File: src/design/polyline_stream_decoder_core_defines.svh
// Assertion macros shared by the decoder modules.
// PSD_ASSERT checks a property on every rising clock edge outside reset.
// PSD_ASSERT_ALWAYS checks a property on every rising clock edge, reset included.
`ifndef POLYLINE_STREAM_DECODER_CORE_DEFINES_SVH
`define POLYLINE_STREAM_DECODER_CORE_DEFINES_SVH

`ifndef SYNTH
`define PSD_ASSERT(label, clk, rst, prop, msg) \
   label: assert property (@(posedge clk) disable iff (rst) prop) else $error(msg);
`define PSD_ASSERT_ALWAYS(label, clk, prop, msg) \
   label: assert property (@(posedge clk) prop) else $error(msg);
`else
`define PSD_ASSERT(label, clk, rst, prop, msg)
`define PSD_ASSERT_ALWAYS(label, clk, prop, msg)
`endif

`endif

File: src/design/psd_pkg.sv
package psd_pkg;

   // Field widths fixed by the interface.
   localparam int CHAR_WIDTH   = 7;
   localparam int FIELD_WIDTH  = 32;
   localparam int CHUNK_BITS   = 5;
   localparam int OFFSET_WIDTH = 6;

   // Default configuration of the core.
   localparam int COORD_WIDTH_DEFAULT  = 32;
   localparam int ITEM_DEPTH_DEFAULT   = 2;
   localparam int RESULT_DEPTH_DEFAULT = 2;

   // Character decoding constants.
   localparam logic [CHAR_WIDTH-1:0]   CHAR_BIAS     = 7'd63;
   localparam logic [CHAR_WIDTH-1:0]   CHUNK_CONT    = 7'h20;
   localparam logic [OFFSET_WIDTH-1:0] OFFSET_BEYOND = 6'd63;

   // Result kinds.
   typedef enum logic [1:0] {
      KIND_POINT = 2'd0,
      KIND_END   = 2'd1,
      KIND_ERROR = 2'd2
   } kind_type;

   // One classified character, as handed from the front to the decoder.
   typedef struct packed {
      logic [CHUNK_BITS-1:0] chunk;
      logic                  more;
      logic                  last;
      logic                  is_sep;
   } item_type;

   // One result word.
   typedef struct packed {
      kind_type                 kind;
      logic signed [FIELD_WIDTH-1:0] lat;
      logic signed [FIELD_WIDTH-1:0] lon;
      logic                     fin;
   } result_type;

endpackage

File: src/design/psd_fifo.sv
`include "polyline_stream_decoder_core_defines.svh"

module psd_fifo #(
   parameter int  DEPTH = 2,
   parameter type entry_type = logic
) (
   input  logic      clock,
   input  logic      reset,
   input  logic      push,
   input  entry_type push_data,
   output logic      full,
   input  logic      pop,
   output entry_type pop_data,
   output logic      empty
);

   localparam int PTR_W = (DEPTH > 1) ? $clog2(DEPTH) : 1;
   localparam int CNT_W = $clog2(DEPTH + 1);

   entry_type        entry_ff [DEPTH];
   logic [PTR_W-1:0] wr_ptr_ff, wr_ptr_in;
   logic [PTR_W-1:0] rd_ptr_ff, rd_ptr_in;
   logic [CNT_W-1:0] count_ff, count_in;
   logic             do_push;
   logic             do_pop;

   // Handshake qualification.
   assign full     = (count_ff == CNT_W'(DEPTH));
   assign empty    = (count_ff == '0);
   assign do_push  = push && !full;
   assign do_pop   = pop && !empty;
   assign pop_data = entry_ff[rd_ptr_ff];

   // Pointer and occupancy update; pointers wrap at the depth.
   always_comb begin
      wr_ptr_in = wr_ptr_ff;
      rd_ptr_in = rd_ptr_ff;
      count_in  = count_ff;
      if (do_push) begin
         wr_ptr_in = (wr_ptr_ff == PTR_W'(DEPTH - 1)) ? '0 : wr_ptr_ff + 1'b1;
      end
      if (do_pop) begin
         rd_ptr_in = (rd_ptr_ff == PTR_W'(DEPTH - 1)) ? '0 : rd_ptr_ff + 1'b1;
      end
      if (do_push && !do_pop) begin
         count_in = count_ff + 1'b1;
      end else if (do_pop && !do_push) begin
         count_in = count_ff - 1'b1;
      end
   end

   always_ff @(posedge clock) begin
      if (reset) begin
         wr_ptr_ff <= '0;
         rd_ptr_ff <= '0;
         count_ff  <= '0;
      end else begin
         wr_ptr_ff <= wr_ptr_in;
         rd_ptr_ff <= rd_ptr_in;
         count_ff  <= count_in;
      end
   end

   // Storage carries payload only, so it has no reset.
   always_ff @(posedge clock) begin
      if (do_push) begin
         entry_ff[wr_ptr_ff] <= push_data;
      end
   end

   `PSD_ASSERT(a_count_in_range, clock, reset, (count_ff <= CNT_W'(DEPTH)), "fifo overfilled")
   `PSD_ASSERT(a_ptr_gap, clock, reset, (empty |-> (wr_ptr_ff == rd_ptr_ff)), "fifo pointers disagree")

endmodule

File: src/design/psd_front.sv
module psd_front import psd_pkg::*; #(
   parameter int DEPTH = ITEM_DEPTH_DEFAULT
) (
   input  logic                  clock,
   input  logic                  reset,
   input  logic                  push,
   output logic                  full,
   input  logic [CHAR_WIDTH-1:0] char_code,
   input  logic                  stream_end,
   input  logic                  csr_write_en,
   input  logic [CHAR_WIDTH-1:0] csr_write_data,
   output logic                  item_valid,
   output item_type              item,
   input  logic                  item_take
);

   logic [CHAR_WIDTH-1:0] separator_ff;
   logic [CHAR_WIDTH-1:0] biased;
   item_type              class_item;
   logic                  item_empty;

   // Separator register: the user must write it only while the block is idle; the block does not enforce this.
   always_ff @(posedge clock) begin
      if (reset) begin
         separator_ff <= '0;
      end else if (csr_write_en) begin
         separator_ff <= csr_write_data;
      end
   end

   // Classify the character: the chunk is the low bits of code minus the bias, and the
   // value continues when the code reaches the bias plus the continuation flag.
   assign biased            = char_code - CHAR_BIAS;
   assign class_item.chunk  = biased[CHUNK_BITS-1:0];
   assign class_item.more   = (char_code >= (CHAR_BIAS + CHUNK_CONT));
   assign class_item.last   = stream_end;
   assign class_item.is_sep = (char_code == separator_ff);

   // Short queue that lets the front keep accepting while the decoder stalls.
   psd_fifo #(
      .DEPTH      (DEPTH),
      .entry_type (item_type)
   ) u_item_queue (
      .clock     (clock),
      .reset     (reset),
      .push      (push),
      .push_data (class_item),
      .full      (full),
      .pop       (item_take),
      .pop_data  (item),
      .empty     (item_empty)
   );

   assign item_valid = !item_empty;

endmodule

File: src/design/psd_exec.sv
`include "polyline_stream_decoder_core_defines.svh"

module psd_exec import psd_pkg::*; #(
   parameter int COORD_WIDTH = COORD_WIDTH_DEFAULT
) (
   input  logic       clock,
   input  logic       reset,
   input  logic       item_valid,
   input  item_type   item,
   output logic       item_take,
   input  logic       result_full,
   output logic       result_push,
   output result_type result
);

   localparam int SUM_W = OFFSET_WIDTH + 1;

   logic signed [COORD_WIDTH-1:0] lat_total_ff, lat_total_in;
   logic signed [COORD_WIDTH-1:0] lon_total_ff, lon_total_in;
   logic        [COORD_WIDTH-1:0] gather_ff, gather_in;
   logic     [OFFSET_WIDTH-1:0]   offset_ff, offset_in;
   logic                          second_ff, second_in;
   logic                          after_point_ff, after_point_in;

   logic                          step;
   logic                          in_range;
   logic        [COORD_WIDTH-1:0] gather_new;
   logic            [SUM_W-1:0]   offset_sum;
   logic     [OFFSET_WIDTH-1:0]   offset_new;
   logic signed [COORD_WIDTH-1:0] half;
   logic signed [COORD_WIDTH-1:0] diff;

   // A word is taken whenever one waits and the result queue has room.
   assign step      = item_valid && !result_full;
   assign item_take = step;

   // Chunk gathering: bits that land beyond the coordinate width are dropped.
   assign in_range   = (offset_ff != OFFSET_BEYOND) &&
                       ({1'b0, offset_ff} < SUM_W'(COORD_WIDTH));
   assign gather_new = in_range ?
                       (gather_ff | (COORD_WIDTH'(item.chunk) << offset_ff)) : gather_ff;
   assign offset_sum = {1'b0, offset_ff} + SUM_W'(CHUNK_BITS);
   assign offset_new = ((offset_ff == OFFSET_BEYOND) || (offset_sum >= SUM_W'(COORD_WIDTH))) ?
                       OFFSET_BEYOND : offset_sum[OFFSET_WIDTH-1:0];

   // Zigzag decode of the completed value.
   assign half = $signed(gather_new) >>> 1;
   assign diff = gather_new[0] ? ~half : half;

   // Decoder step for one character.
   always_comb begin
      lat_total_in   = lat_total_ff;
      lon_total_in   = lon_total_ff;
      gather_in      = gather_ff;
      offset_in      = offset_ff;
      second_in      = second_ff;
      after_point_in = after_point_ff;
      result_push    = 1'b0;
      result.kind    = KIND_POINT;
      result.lat     = '0;
      result.lon     = '0;
      result.fin     = 1'b0;
      if (step) begin
         if (after_point_ff && item.is_sep) begin
            // Separator right after a point closes the polyline.
            lat_total_in   = '0;
            lon_total_in   = '0;
            gather_in      = '0;
            offset_in      = '0;
            second_in      = 1'b0;
            after_point_in = 1'b0;
            result_push    = 1'b1;
            result.kind    = KIND_END;
            result.fin     = item.last;
         end else begin
            after_point_in = 1'b0;
            gather_in      = gather_new;
            offset_in      = offset_new;
            if (!item.more) begin
               gather_in = '0;
               offset_in = '0;
               if (!second_ff) begin
                  lat_total_in = lat_total_ff + diff;
                  second_in    = 1'b1;
               end else begin
                  lon_total_in = lon_total_ff + diff;
                  second_in    = 1'b0;
                  if (!item.last) begin
                     after_point_in = 1'b1;
                     result_push    = 1'b1;
                     result.kind    = KIND_POINT;
                     result.lat     = FIELD_WIDTH'(lat_total_ff);
                     result.lon     = FIELD_WIDTH'(lon_total_in);
                  end
               end
            end
            if (item.last) begin
               // The stream stopped without a closing separator.
               lat_total_in   = '0;
               lon_total_in   = '0;
               gather_in      = '0;
               offset_in      = '0;
               second_in      = 1'b0;
               after_point_in = 1'b0;
               result_push    = 1'b1;
               result.kind    = KIND_ERROR;
               result.fin     = 1'b1;
            end
         end
      end
   end

   always_ff @(posedge clock) begin
      if (reset) begin
         lat_total_ff   <= '0;
         lon_total_ff   <= '0;
         gather_ff      <= '0;
         offset_ff      <= '0;
         second_ff      <= 1'b0;
         after_point_ff <= 1'b0;
      end else begin
         lat_total_ff   <= lat_total_in;
         lon_total_ff   <= lon_total_in;
         gather_ff      <= gather_in;
         offset_ff      <= offset_in;
         second_ff      <= second_in;
         after_point_ff <= after_point_in;
      end
   end

   `PSD_ASSERT(a_point_pairs, clock, reset, (after_point_ff |-> !second_ff), "point left a half pair")
   `PSD_ASSERT(a_close_clears, clock, reset, ((result_push && (result.kind != KIND_POINT)) |=> ((lat_total_ff == '0) && (lon_total_ff == '0) && (offset_ff == '0))), "sums not cleared after close")

endmodule

File: src/design/polyline_stream_decoder_core.sv
// Decoder for a stream of encoded-polyline characters. One character is accepted per
// cycle on the push/full side while full is low; at most one result word per character
// comes out on the empty/pop side: a decoded point, the end of a polyline, or an error
// when the stream stops mid-value or without a closing separator. A front stage
// classifies each character into a short queue; the decoder takes one character per
// cycle while the result queue has room, its step a shift-or of a chunk, zigzag decode
// and one coordinate add. A character is registered in the item queue and its result
// in the result queue; a full result queue holds the decoder back until words are
// popped. The separator register may be written only while the block is idle.
module polyline_stream_decoder_core import psd_pkg::*; #(
   parameter int COORD_WIDTH  = COORD_WIDTH_DEFAULT,
   parameter int ITEM_DEPTH   = ITEM_DEPTH_DEFAULT,
   parameter int RESULT_DEPTH = RESULT_DEPTH_DEFAULT
) (
   input  logic                          clock,
   input  logic                          reset,
   input  logic                          push,
   output logic                          full,
   input  logic [CHAR_WIDTH-1:0]         req_char_code,
   input  logic                          req_stream_end,
   output logic                          empty,
   input  logic                          pop,
   output logic [1:0]                    rsp_kind,
   output logic signed [FIELD_WIDTH-1:0] rsp_latitude_sum,
   output logic signed [FIELD_WIDTH-1:0] rsp_longitude_sum,
   output logic                          rsp_final_result,
   input  logic                          csr_write_en,
   input  logic [CHAR_WIDTH-1:0]         csr_write_data
);

   logic       item_valid;
   item_type   item;
   logic       item_take;
   logic       result_full;
   logic       result_push;
   result_type result;
   result_type rsp_word;

   // Front: accept and classify characters.
   psd_front #(
      .DEPTH (ITEM_DEPTH)
   ) u_front (
      .clock          (clock),
      .reset          (reset),
      .push           (push),
      .full           (full),
      .char_code      (req_char_code),
      .stream_end     (req_stream_end),
      .csr_write_en   (csr_write_en),
      .csr_write_data (csr_write_data),
      .item_valid     (item_valid),
      .item           (item),
      .item_take      (item_take)
   );

   // Back: running decode state.
   psd_exec #(
      .COORD_WIDTH (COORD_WIDTH)
   ) u_exec (
      .clock       (clock),
      .reset       (reset),
      .item_valid  (item_valid),
      .item        (item),
      .item_take   (item_take),
      .result_full (result_full),
      .result_push (result_push),
      .result      (result)
   );

   // Result queue towards the consumer.
   psd_fifo #(
      .DEPTH      (RESULT_DEPTH),
      .entry_type (result_type)
   ) u_result_queue (
      .clock     (clock),
      .reset     (reset),
      .push      (result_push),
      .push_data (result),
      .full      (result_full),
      .pop       (pop),
      .pop_data  (rsp_word),
      .empty     (empty)
   );

   assign rsp_kind          = rsp_word.kind;
   assign rsp_latitude_sum  = rsp_word.lat;
   assign rsp_longitude_sum = rsp_word.lon;
   assign rsp_final_result  = rsp_word.fin;

endmodule

File: config.mk
export PLATFORM = sky130hd
export DESIGN_NAME = polyline_stream_decoder_core
export DESIGN_NICKNAME = d
export VERILOG_FILES = /design/src/design/psd_pkg.sv /design/src/design/psd_fifo.sv /design/src/design/psd_front.sv /design/src/design/psd_exec.sv /design/src/design/polyline_stream_decoder_core.sv
export VERILOG_INCLUDE_DIRS = /design/src /design/src/design
export SDC_FILE = /design/constraint.sdc
export NUM_CORES = 1
export LEC_CHECK = 0
export ABC_AREA = 1
export BUFFER_PORTS_ARGS = -buffer_cell sky130_fd_sc_hd__buf_2
export CORE_ASPECT_RATIO = 1.75
export CORE_MARGIN = 2
export CORE_UTILIZATION = 45
export CTS_CLUSTER_SIZE = 25
export DETAILED_ROUTE_END_ITERATION = 8
export PLACE_DENSITY_LB_ADDON = 0.3
export SYNTH_ARGS = -nofsm -noshare
export SYNTH_HDL_FRONTEND = slang
export SYNTH_SLANG_ARGS = --single-unit
File: constraint.sdc
create_clock -name clock -period 4.25 [get_ports clock]
set_input_delay 0.6375 -clock clock [delete_from_list [all_inputs] [get_ports clock]]
set_output_delay 0.6375 -clock clock [all_outputs]
set_load 0.005 [all_outputs]
==> Word-level counts from Yosys, hierarchy flattened <==
Memories as Yosys holds them, arrays and structs flattened. A register that Yosys moved wholly into a read port is not among the register bits.
Index checks and enable logic that the tools add are counted.
{ "totals": {"register_bits": 119, "ramBits": 150, "out_inout_bits": 69, "word_cells": 121, "memories": 2} }
{ "mem_list": {"columns": ["name", "words", "width", "read_ports", "rd_ports_with_merged_regs", "write_ports", "line", "source"], "rows": [
  ["u_result_queue.entry_ff", 2, 67, 1, 1, 1, "psd_fifo.sv:20", "entry_type entry_ff [DEPTH];"],
  ["u_front.u_item_queue.entry_ff", 2, 8, 1, 1, 1, "psd_fifo.sv:20", null]
]} }
{ "classes": {"addsub": 12, "order_cmp": 3, "eq_ne": 7, "n_shift": 1, "n_mux": 53, "bitwise": 2, "n_reduce_logical": 28} }
{ "op_table": {"columns": ["operator", "count"], "rows": [
  ["two-way mux 32 bit", 13],
  ["two-way mux 66 bit", 2],
  ["two-way mux 64 bit", 2],
  ["two-way mux 67 bit", 1],
  ["adder 32 bit", 2],
  ["inverter 31 -> 32 bit", 1],
  ["bitwise OR 32 bit", 1],
  ["<< shifter 5 x 6 -> 32 bit", 1],
  ["two-way mux 1 bit", 25],
  ["two-way mux 6 bit", 4],
  ["two-way mux 2 bit", 6],
  ["logical AND 1 bit", 11],
  ["logical NOT 1 bit", 8],
  ["adder 6 x 3 -> 7 bit, second input constant", 1],
  ["== test 7 bit", 1],
  ["greater-or-equal comparator 7 x 6 -> 1 bit, second input constant", 1],
  ["greater-or-equal comparator 7 bit, second input constant", 1],
  ["== test 6 bit, second input constant", 1],
  ["< comparator 6 bit, second input constant", 1],
  ["!= test 6 bit, second input constant", 1],
  ["AND reduction 3 bit", 2],
  ["subtractor 5 bit, second input constant", 1],
  ["adder 1 bit, second input constant", 4],
  ["adder 2 x 1 -> 2 bit, second input constant", 2],
  ["other kinds (9)", 13]
]} }

==> Depth between registers and ports, before layout <==
Gate-level depths: netlist of the first run.
{ "logic_depth": {"word_depth": 12, "ltp_mapped": 26, "ltp_nobuf": 25} }

==> Hierarchy <==
A second synthesis of the first run with hierarchy kept.
{ "hier_totals": {"cells_unflattened": 1789, "hier_area_um2": 15389.8} }
{ "by_module_without_submodules": {"columns": ["mod", "instances", "cells_per_inst", "area_each_um2"], "rows": [
  ["psd_exec", 1, 1409, 8911.0],
  ["psd_fifo at u_result_queue", 1, 245, 5190.0],
  ["psd_fifo at u_front.u_item_queue", 1, 62, 828.3],
  ["psd_front", 1, 73, 460.4]
]} }

==> Worst setup path before layout of the first run <==
Ideal clock, no wire load.
{ "synth_path": {"path_type": "flip-flop to flip-flop", "start": "reg with a tool-made name", "end": "mem u_result_queue.entry_ff[1][0] in the netlist's numbering, enable pin", "setup_time_ns": 0.494, "arrival_ns": 3.962, "slack_ns": -0.205, "path_stages_with_launch": 9, "n_path_buf": 1, "synth_period_minus_slack_ns": 4.455, "cell_sequence": "dfxtp_1 -> buf_6 -> inv_4 -> nor2_4 -> nor3_4 -> nor2_4 -> a21oi_1 -> inv_1 -> nor2_1"} }
{ "synth_rtl": {"columns": ["element", "line"], "rows": [
  ["to (decl)", "psd_fifo.sv:20"]
]} }

==> results of run 1 <==
[repair_timing]
action                     4_1_cts  5_1_grt
gates resized for setup          0       10
setup endpoints to repair        0       47
hold buffers                     0        0
buffers inserted                 0        0
[Yosys cell counts, drive strengths merged (5+ instances only)]
cell    instances
edfxtp        150
nand3          72
clkbuf         32
nor4            6
a22o            8
o2111a         21
a31oi           5
nand4          14
ha             74
nand2         304
inv           176
o21a           14
a21oi         169
mux2           67
or2            15
o21ai         127
a21o           16
nor2          158
xor2           42
o21bai         12
nor3           24
buf            21
xnor2           9
dfxtp         121
[sequential cells by signal (all words and copies together), names as in the netlist, 2 cells and up, named ones only]
signal	flops
u_exec.lat_total_ff	32
u_exec.gather_ff	32
u_exec.offset_ff	6
u_front.u_item_queue.entry_ff	16
u_result_queue.entry_ff	134
u_result_queue.count_ff	2
u_front.u_item_queue.count_ff	2
u_front.separator_ff	7
u_exec.lon_total_ff	32
[report_power, final]
group	internal, mW	switching (mW)	total (mW)
combinational	2.43	4.22	6.65
clock	1.35	1.02	2.36
sequential	3.39	0.309	3.70
[metal layers]
metal	wire length (um)	GRT usage	share of wire	up-vias
li1	-	-	-	6060
met1	15500	0.250	0.37	5704
met2	23300	0.475	0.55	287
met3	1240	0.0257	0.029	102
met4	2440	0.130	0.057	0
met5	0	0	0	-
[worst min-delay path by stage]
stage	depth (start not counted)	slack (ns)	from	to
after floorplan	1	0.43	u_front.u_item_queue.rd_ptr_ff	register
after global placement	1	0.44	u_front.u_item_queue.rd_ptr_ff	u_front.u_item_queue.rd_ptr_ff
after detailed placement	1	0.45	u_front.u_item_queue.rd_ptr_ff	u_front.u_item_queue.rd_ptr_ff
after CTS	1	0.25	req_stream_end	u_front.u_item_queue.entry_ff[0][1]
after global routing	1	0.26	req_stream_end	u_front.u_item_queue.entry_ff[0][1]
final	1	0.28	req_stream_end	u_front.u_item_queue.entry_ff[1][1]
[critical path, cell delays in order, from the launching register on]
cell	delay, ns
dfxtp_2	0.36
inv_4	0.11
nand2_1	0.09
nand2_1	0.08
nand4_1	0.12
nor2_1	0.20
nand2_1	0.07
nand2_1	0.21
buf_12	0.24
xor2_1	0.51
ha_1	0.39
a21oi_1	0.22
o21ai_0	0.20
a21oi_1	0.18
a21boi_0	0.18
nand2_1	0.09
or2_2	0.27
nand3_1	0.08
inv_1	0.06
[kinds of logic (layout without fill, tap and decap cells)]
group | count (synthesis) | after routing | share of synthesized area
XOR/XNOR | 51 | 51 | 0.0301
buffers and inverters | 231 | 383 | 0.0617
AO/OA/AOI/OAI | 389 | 389 | 0.154
adder cells (fa/ha/maj) | 76 | 76 | 0.0651
multiplexers | 67 | 67 | 0.0509
flip-flops | 271 | 271 | 0.467
AND/OR/NAND/NOR | 600 | 600 | 0.171
[layout make-up]
cell class                 count  area share
sequential                   271       0.408
timing repair buffer         157      0.0571
clock buffer                  34      0.0432
multi-input combinational   1183       0.414
tap                          405      0.0298
inverter                     178      0.0395
clock inverter                14     0.00817
[metrics by stage]
step / setup slack [ns] / total power [mW] / hold WS (ns) / area, um2
6_report: 0.350 / 12.7 / 0.279 / 17000
5_1_grt: 0.0269 / 13.6 / 0.262 / 17000
4_1_cts: 0.0890 / 12.8 / 0.246 / 17000
3_5_place_dp: 0.108 / 10.4 / 0.452 / 16100
3_3_place_gp: 0.0936 / 10.3 / 0.438 / 16100
2_1_floorplan: 0.919 / 7.83 / 0.426 / 14800
==> metrics.md, run 1 <==
| Metric | Value |
|---|---|
| Crit path DAT | `4.20 ns` |
| Slew HR | `0.395` |
| Final setup vio count | `0` |
| RePlAce Congestion | `0.925` |
| Reg-to-Reg End | `u_result_queue.entry_ff[1][28]` |
| Syn Nets | `1781` |
| Worst-Margin Slew | `0.906 ns` |
| # placed instances | `2194` |
| TritonCTS clock tree | `built` |
| Grt ovf | `0` |
| Leading area contributor after synthesis | `edfxtp_1` |
| Initial antenna violation count | `0` |
| Top-area cell type share of the netlist area | `0.304` |
| Routed Antenna Nets | `0` |
| Die ar. | `34500 um2` |
| Most frequent cells in the layout | `nand2_1, inv_1, a21oi_1, nor2_1, edfxtp_1` |
| Total Routed Length | `42500 um` |
| Root buffer cell | `clkbuf_16` |
| CTS buffer count | `26` |
| Vias in the first global route | `12300` |
| Drt via density | `5.42` |
| Pleak | `7.13 nW` |
| Area contributors post-synth | `edfxtp_1, dfxtp_1, nand2_1` |
| Seq/Total Area, Yosys | `0.467` |
| FF-to-FF path depth | `18` |
| Period utilization | `0.918` |
| Worst-path fanout max | `21` |
| CP endpoint | `u_result_queue.entry_ff[1][28]` |
| Finished Core Util | `0.520` |
| Layout Cells excl Fill | `2242` |
| Layout cells sized above 1 | `0.167` |
| RSZ-0062 raised after global routing | `false` |
| Worst-Skew Late Latency | `0.55 ns` |
| Num rows | `88` |
| Hold Fails Final Rpt | `0` |
| Clock Sink Count | `271` |
| Core ar. | `32700 um2` |
| DR iter-0 viols | `714` |
| Synthesized area | `14800 um2` |
| Min-Delay Path Class | `in2reg` |
| CP Data Required Time | `4.55 ns` |
| Yosys cell types | `53` |
| Layout area overhead | `14.6%` |
| Port Buffer Count | `88` |
| Post-synth EDFFs | `150` |
| Detailed Place HPWL | `32600 um` |
| Storage cell area | `6930 um2` |
| Filler cell count | `3119` |
| Ant. Diodes | `0` |
| Largest net degree at the start of global routing | `51` |
| Max Root-Sink Buffers | `3` |
| Vias | `12200` |
| DRC viols | `0` |
| Nets@finish | `1913` |
| 1st-pass router iterations | `7` |
| Async S/R FF share, synth | `0` |
| Die height | `244 um` |
| Peak supply drop | `0.421 mV` |
| Wire length per cell | `19.0 um` |
| Min cycle time layout | `3.90 ns` |
| MaxCap Viol Count | `0` |
| Ports | `89` |
| Synth Warn # | `0` |
| FF+latch count, synth | `271` |
| Status | `finished, final reports clean` |
| Mapped Cells | `1685` |
| CTS clk-pin slew, worst paths | `0.06 ns` |
| Setup_tns | `0 ns` |
| GRT Total Usage | `0.244` |
| Slew Viols, Final | `0` |
| Clock Skew | `0.00942 ns` |
| Critical Path End Type | `register` |
| Mean post-synth cell area | `8.80 um2` |
| R2R setup slack | `0.35 ns` |
| Initial Utilization | `0.454` |
| Max Clock Freq | `0.256 GHz` |
| Ys flop type | `edfxtp_1` |
| Critical Path Start Type | `register` |
| Htree depth | `1` |
| CP Class | `reg2reg` |
| Most common cell after layout, fill and taps aside | `nand2_1` |
| Die X | `141 um` |
| First-pass GRT wire length | `65400 um` |
| Power density cells | `749 nW/um2` |
| Multi-input logic area | `7040 um2` |
Note: power is estimated with default switching activity, not from simulation.
==> inputs of run 2 (changes only) <==
--- a/config.mk
+++ b/config.mk
@@ -7,7 +7,7 @@
 export NUM_CORES = 1
 export LEC_CHECK = 0
 export ABC_AREA = 1
-export BUFFER_PORTS_ARGS = -buffer_cell sky130_fd_sc_hd__buf_2
+export BUFFER_PORTS_ARGS = -buffer_cell sky130_fd_sc_hd__buf_4
 export CORE_ASPECT_RATIO = 1.75
 export CORE_MARGIN = 2
 export CORE_UTILIZATION = 45
==> run 2 against run 1 <==
Effect of this change: clock power is 2% lower; first-iteration DRC count is 12% lower; worst setup slack worse by 0.019 ns; clock-buffer cell count is 3 lower; worst hold slack better by 0.0053 ns.
==> metrics.md, run 2 (same netlist as run 1, synthesis figures left out) <==
| Metric | Value |
|---|---|
| Critical Path End Type | `register` |
| Routed Antenna Nets | `0 (unchanged)` |
| Layout cells sized above 1 | `0.172 (+0.00571)` |
| Hold Fails Final Rpt | `0 (unchanged)` |
| Die ar. | `34500 um2 (unchanged)` |
| Largest register FFs | `134 (unchanged)` |
| Slowest stage delay, CP | `0.40 ns (-0.11 ns)` |
| Die X | `141 um (unchanged)` |
| Most common cell after layout, fill and taps aside | `nand2_1` |
| Drt via density | `5.44 (+0.30%)` |
| First-pass GRT wire length | `65100 um (-0.33%)` |
| Initial Utilization | `0.454 (unchanged)` |
| Hold Slack | `0.284 ns (+0.00531 ns)` |
| CP Data Required Time | `4.55 ns (about the same)` |
| Final setup vio count | `0 (unchanged)` |
| CP Class | `reg2reg` |
| Nets@finish | `1918 (+0.26%)` |
| Layout area overhead | `16.5%` |
| MaxCap Viol Count | `0 (unchanged)` |
| CTS buffer count | `25 (-3.8%)` |
| Power density cells | `748 nW/um2 (-0.13%)` |
| Slew HR | `0.399 (+0.00446)` |
| Top reg by flops | `u_result_queue.entry_ff` |
| Num rows | `88 (unchanged)` |
| Hold buffers post-CTS | `0 (unchanged)` |
| Clock Skew | `0.0132 ns (+0.00380 ns)` |
| Period utilization | `0.922 (+0.00441)` |
| Status | `finished, final reports clean` |
| Crit-path slowest cell | `dfxtp_2` |
| Logic pwr share | `0.536 (+0.013)` |
| Filler cell count | `3028 (-2.9%)` |
| Max Clock Freq | `0.255 GHz (-0.48%)` |
| Int Pwr | `7.36 mW (+2.6%)` |
| Critical Path Start Type | `register` |
| Min cycle time layout | `3.92 ns (+0.0188 ns)` |
| Largest net degree at the start of global routing | `74 (+45%)` |
| Net Switching | `5.56 mW (+0.30%)` |
| Initial antenna violation count | `0 (unchanged)` |
| CP cell instances | `buf_4 -> nand2_1 -> nand3_1 -> nand3_1 -> nand2_1 -> nand2_1 -> o21ai_0 -> a21oi_1 -> xor2_2 -> buf_4 -> ha_1 -> a21oi_1 -> o21ai_0 -> a21oi_1 -> nand2_1 -> a21oi_1 -> buf_4 -> nand2_1 -> and3_1` |
| GRT Total Usage | `0.243 (-0.000925)` |
| Clk pwr share | `0.179 (-0.007)` |
| Critical Path Most Common Cell | `nand2_1` |
| Core ar. | `32700 um2 (unchanged)` |
| TritonCTS clock tree | `built` |
| Total Routed Length | `42000 um (-1.1%)` |
| RSZ-0062 raised after global routing | `false` |
| Crit path DAT | `4.22 ns (+0.02 ns)` |
| 1st-pass router iterations | `5 (-2)` |
| Max Root-Sink Buffers | `3 (unchanged)` |
| Wire length per cell | `18.7 um (-1.2%)` |
| DRC viols | `0 (unchanged)` |
| Vias | `12200 (+0.44%)` |
| Layout Cells excl Fill | `2245 (+0.13%)` |
| Pleak | `7.22 nW (+1.3%)` |
| Placed Instance Area | `16400 um2 (+1.8%)` |
| Post-route cell area | `17300 um2 (+1.7%)` |
| Detailed Place HPWL | `32200 um (-1.3%)` |
| CTS clk-pin slew, worst paths | `0.07 ns (about the same)` |
| DR iter-0 viols | `628 (-12%)` |
| Top Family by Delay on Critical Path | `compound AO/OA/AOI/OAI gates` |
| Min-Delay Path Class | `in2reg` |
| Setup_tns | `0 ns (unchanged)` |
| Htree depth | `1 (unchanged)` |
| RePlAce Congestion | `0.998 (+7.9%)` |
| Die height | `244 um (unchanged)` |
| Worst-Margin Slew | `0.901 ns (-0.00454 ns)` |
| Worst-Skew Late Latency | `0.55 ns (about the same)` |
| Sequential Power Share | `0.285 (-0.006)` |
| Worst-path fanout max | `6 (-71%)` |
| Port Buffer Count | `88 (unchanged)` |
| Slew Viols, Final | `0 (unchanged)` |
| Ant. Diodes | `0 (unchanged)` |
| # placed instances | `2198 (+0.18%)` |
| Root buffer cell | `clkbuf_16` |
| Sw Ratio | `0.431 (-0.00548)` |
| Clock Sink Count | `271 (unchanged)` |
| Most frequent cells in the layout | `nand2_1, inv_1, a21oi_1, buf_4, nor2_1` |
| CP bufs+invs | `3 (unchanged)` |
| Grt ovf | `0 (unchanged)` |
| Peak supply drop | `0.457 mV (+8.7%)` |
| Vias in the first global route | `12300 (-0.016%)` |
| Ports | `89 (unchanged)` |
run 2: cell types whose count changed in the layout (fill, tap and decap cells not counted), moves of 2 or more:
| cell | delta |
|---|---|
| buf_2 | -88 |
| clkbuf_16 | -3 |
| o21ai_0 | -3 |
| buf_12 | +3 |
| o21ai_1 | +2 |
| buf_4 | +91 |
run 2: cell type report:
type / instances / area [um2] / share of cell area
inverter: 178 / 671 / 0.0388
tap: 405 / 507 / 0.0293
timing repair buffer: 163 / 1270 / 0.0737
sequential: 271 / 6930 / 0.401
clock buffer: 31 / 668 / 0.0387
multi-input combinational: 1183 / 7070 / 0.409
clock inverter: 14 / 164 / 0.00948
run 2: metal layers:
layer | vias up | routed length, um | track usage
met5 | - | 0 | 0
met2 | 302 | 22200 | 0.454
li1 | 6068 | - | -
met4 | 0 | 3460 | 0.172
met3 | 117 | 1370 | 0.0227
met1 | 5719 | 15000 | 0.250
run 2: path summary, 6_finish.rpt:
check / cells after the start / to / start / slack, ns
worst max-delay path: 19 / u_result_queue.entry_ff[1][32] / register / 0.33
worst min-delay path: 1 / u_front.u_item_queue.entry_ff[0][1] / req_stream_end / 0.28
worst max register to register: 19 / u_result_queue.entry_ff[1][32] / register / 0.33
worst min register to register: 2 / u_exec.lon_total_ff[21] / u_exec.lon_total_ff[21] / 0.46
run 2: worst register-to-register path, stage by stage (launching register included):
cell and delay, ns:
dfxtp_2 0.40, buf_4 0.15, nand2_1 0.07, nand3_1 0.17
nand3_1 0.12, nand2_1 0.07, nand2_1 0.11, o21ai_0 0.34
a21oi_1 0.19, xor2_2 0.21, buf_4 0.18, ha_1 0.33
a21oi_1 0.21, o21ai_0 0.16, a21oi_1 0.16, nand2_1 0.17
a21oi_1 0.28, buf_4 0.16, nand2_1 0.05, and3_1 0.15
run 2: power groups by stage:
stage	sequential, mW	combinational, mW	clock [mW]
after floorplan	3.62	4.21	0
after global placement	3.71	6.79	0
after detailed placement	3.74	6.84	0
after CTS	3.69	6.87	2.37
after global routing	3.73	7.62	2.46
final	3.68	6.92	2.32
run 2: what timing repair did:
| item | 4_1_cts | 5_1_grt |
|---|---|---|
| buffers inserted | 0 | 2 |
| resized for setup | 0 | 20 |
| endpoints found under the setup margin | 0 | 69 |
run 2: through the flow:
stage	setup WS [ns]	utilization	power, mW
after CTS	0.00421	0.526	12.9
after floorplan	0.919	-	7.83
after global routing	0.0109	0.528	13.8
after detailed placement	0.0207	0.501	10.6
after global placement	0.112	0.501	10.5
final	0.331	0.528	12.9
==> inputs of run 3 (changes only) <==
--- a/config.mk
+++ b/config.mk
@@ -13,7 +13,7 @@
 export CORE_UTILIZATION = 45
 export CTS_CLUSTER_SIZE = 25
 export DETAILED_ROUTE_END_ITERATION = 8
-export PLACE_DENSITY_LB_ADDON = 0.3
+export PLACE_DENSITY = 0.69
 export SYNTH_ARGS = -nofsm -noshare
 export SYNTH_HDL_FRONTEND = slang
 export SYNTH_SLANG_ARGS = --single-unit
==> run 3 against run 2 <==
Effect of this change: clock skew increased by 0.0042 ns; combinational power down 2%; clock power about the same; critical endpoint is now u_exec.lat_total_ff[26].
==> metrics.md, run 3 (same netlist as run 1, synthesis figures left out) <==
| Metric | Value |
|---|---|
| Core ar. | `32700 um2 (unchanged)` |
| Hold Path Cell Cnt | `1 (unchanged)` |
| Period utilization | `0.942 (+0.0204)` |
| DRC viols | `0 (unchanged)` |
| Met1 usage | `0.253 (+0.00331)` |
| Wire length per cell | `18.8 um (+0.18%)` |
| Layout Cells excl Fill | `2235 (-0.45%)` |
| Crit path DAT | `4.40 ns (+0.18 ns)` |
| Initial antenna violation count | `0 (unchanged)` |
| Drt via density | `5.46 (+0.37%)` |
| Largest register FFs | `134 (unchanged)` |
| Power density cells | `746 nW/um2 (-0.14%)` |
| Clock Skew | `0.0174 ns (+0.00421 ns)` |
| Filler cell count | `3083 (+1.8%)` |
| Crit-path slowest cell | `xor2_1` |
| Min-Delay Path Class | `in2reg` |
| DR iter-0 viols | `743 (+18%)` |
| Die ar. | `34500 um2 (unchanged)` |
| Slew Viols, Final | `0 (unchanged)` |
| CP Class | `reg2reg` |
| Pleak | `7.15 nW (-0.93%)` |
| R2R setup slack | `0.24 ns (-0.09 ns)` |
| FF-to-FF path depth | `20 (+1)` |
| Hold wc startpoint | `req_stream_end` |
| 1st-pass router iterations | `5 (unchanged)` |
| TritonCTS clock tree | `built` |
| Total Routed Length | `41900 um (-0.27%)` |
| Ant. Diodes | `0 (unchanged)` |
| Most frequent cells in the layout | `nand2_1, inv_1, a21oi_1, nor2_1, edfxtp_1` |
| CP Data Required Time | `4.65 ns (+0.10 ns)` |
| Max Clock Freq | `0.250 GHz (-2.2%)` |
| Detailed Place HPWL | `31900 um (-1.1%)` |
| Htree depth | `1 (unchanged)` |
| Final setup vio count | `0 (unchanged)` |
| Min cycle time layout | `4.01 ns (+0.0867 ns)` |
| # placed instances | `2187 (-0.50%)` |
| Reg-to-Reg End | `u_exec.lat_total_ff[26]` |
| Nets@finish | `1906 (-0.63%)` |
| Status | `finished, final reports clean` |
| Hold Fails Final Rpt | `0 (unchanged)` |
| First-pass GRT wire length | `65000 um (-0.17%)` |
| Initial Utilization | `0.454 (unchanged)` |
| CP cell instances | `inv_4 -> nand2_1 -> nand3_1 -> nand4_1 -> nor2_1 -> a21oi_1 -> xor2_1 -> ha_1 -> inv_1 -> fa_1 -> inv_1 -> nand3_1 -> nand2_1 -> a21oi_1 -> o21bai_1 -> nand2_1 -> o211ai_1 -> a21oi_1 -> o21ai_1 -> a21oi_1` |
| Most common cell after layout, fill and taps aside | `nand2_1` |
| Grt ovf | `0 (unchanged)` |
| Top Family by Delay on Critical Path | `compound AO/OA/AOI/OAI gates` |
| GRT Total Usage | `0.241 (-0.00202)` |
| Slew HR | `0.384 (-0.0156)` |
| CP bufs+invs | `3 (unchanged)` |
| MaxCap Viol Count | `0 (unchanged)` |
| Setup_tns | `0 ns (unchanged)` |
| Worst-Margin Slew | `0.925 ns (+0.0234 ns)` |
| Layout area overhead | `15.6%` |
| Ports | `89 (unchanged)` |
| Port Buffer Count | `88 (unchanged)` |
| CTS buffer count | `26 (+4.0%)` |
| Post-CTS setup repair buffer count | `0 (unchanged)` |
| CTS clk-pin slew, worst paths | `0.07 ns (about the same)` |
| GR peak layer | `met2` |
| Largest net degree at the start of global routing | `74 (unchanged)` |
| Vias | `12200 (-0.082%)` |
| Max Root-Sink Buffers | `3 (unchanged)` |
| Met3 Use GR | `0.0223 (-0.000392)` |
| Slowest stage delay, CP | `0.46 ns (+0.06 ns)` |
| Worst-path fanout max | `8 (+2)` |
| Hold Path End | `u_front.u_item_queue.entry_ff[1][1]` |
| Hold Slack | `0.282 ns (-0.00207 ns)` |
| Critical Path End Type | `register` |
| Critical Path Start Type | `register` |
| Die X | `141 um (unchanged)` |
| Root buffer cell | `clkbuf_16` |
| Finished Core Util | `0.524 (-0.00425)` |
| Clock Sink Count | `271 (unchanged)` |
| Peak supply drop | `0.554 mV (+21%)` |
| RePlAce Congestion | `0.962 (-3.7%)` |
| Critical Path Most Common Cell | `a21oi_1` |
| Met2 Use GR | `0.465 (+0.0116)` |
| Top reg by flops | `u_result_queue.entry_ff` |
| Worst-Skew Late Latency | `0.56 ns (about the same)` |
| Vias in the first global route | `12400 (+0.85%)` |
| Hold buffers post-CTS | `0 (unchanged)` |
| Layout cells sized above 1 | `0.164 (-0.00780)` |
| Num rows | `88 (unchanged)` |
| RSZ-0062 raised after global routing | `false` |
| Die height | `244 um (unchanged)` |
| Routed Antenna Nets | `0 (unchanged)` |
| Total power | `12.8 mW (-0.94%)` |
[run 3: per-layer routing]
| layer | part of all wire | vias up |
|---|---|---|
| met1 | 0.37 | 5750 |
| met2 | 0.54 | 293 |
| li1 | - | 6054 |
| met5 | 0 | - |
| met4 | 0.056 | 0 |
| met3 | 0.031 | 99 |
[run 3: through the flow]
step	instance area, um2	setup slack, ns
2_1_floorplan	14800	0.919
3_3_place_gp	16300	0.0180
5_1_grt	17100	0.0472
3_5_place_dp	16300	0.0197
6_report	17100	0.245
4_1_cts	17100	0.0419
[run 3: report_power, final]
part           internal [mW]  total (mW)  switching (mW)
combinational           2.56        6.80            4.24
sequential              3.39        3.68           0.284
clock                   1.28        2.32            1.04
total                   7.24        12.8            5.56
[run 3: worst max-delay path by stage]
stage | startpoint | endpoint | slack, ns | cells after the start
2_1_floorplan | register | u_result_queue.entry_ff[1][0] | 0.92 | 8
3_3_place_gp | register | u_result_queue.entry_ff[0][20] | 0.02 | 18
3_5_place_dp | register | u_exec.lon_total_ff[29] | 0.02 | 19
4_1_cts | register | u_result_queue.entry_ff[1][20] | 0.04 | 18
5_1_grt | register | u_result_queue.entry_ff[0][28] | 0.05 | 18
6_report | register | u_exec.lat_total_ff[26] | 0.24 | 20
[run 3: final cells by class]
class	instances	area [um2]	share of cell area
multi-input cells	1183	7040	0.411
well taps	405	507	0.0296
clock buffers	36	739	0.0431
flip-flops and latches	271	6930	0.404
repair buffers	150	1150	0.0671
inverters	178	671	0.0391
clock inverters	12	101	0.00591
[run 3: what timing repair did]
item	in CTS	in global routing
pin swaps	0	0
gates cloned	0	0
gates resized for setup	1	12
endpoints found under the setup margin	1	63
[run 3: worst reg2reg max path, stage by stage, from the launching register on]
cell and delay (ns):
dfxtp_2 0.41, inv_4 0.08, nand2_1 0.10, nand3_1 0.18, nand4_1 0.17, nor2_1 0.07
a21oi_1 0.25, xor2_1 0.46, ha_1 0.30, inv_1 0.08, fa_1 0.38, inv_1 0.09
nand3_1 0.09, nand2_1 0.17, a21oi_1 0.15, o21bai_1 0.32, nand2_1 0.10, o211ai_1 0.17
a21oi_1 0.10, o21ai_1 0.09, a21oi_1 0.08
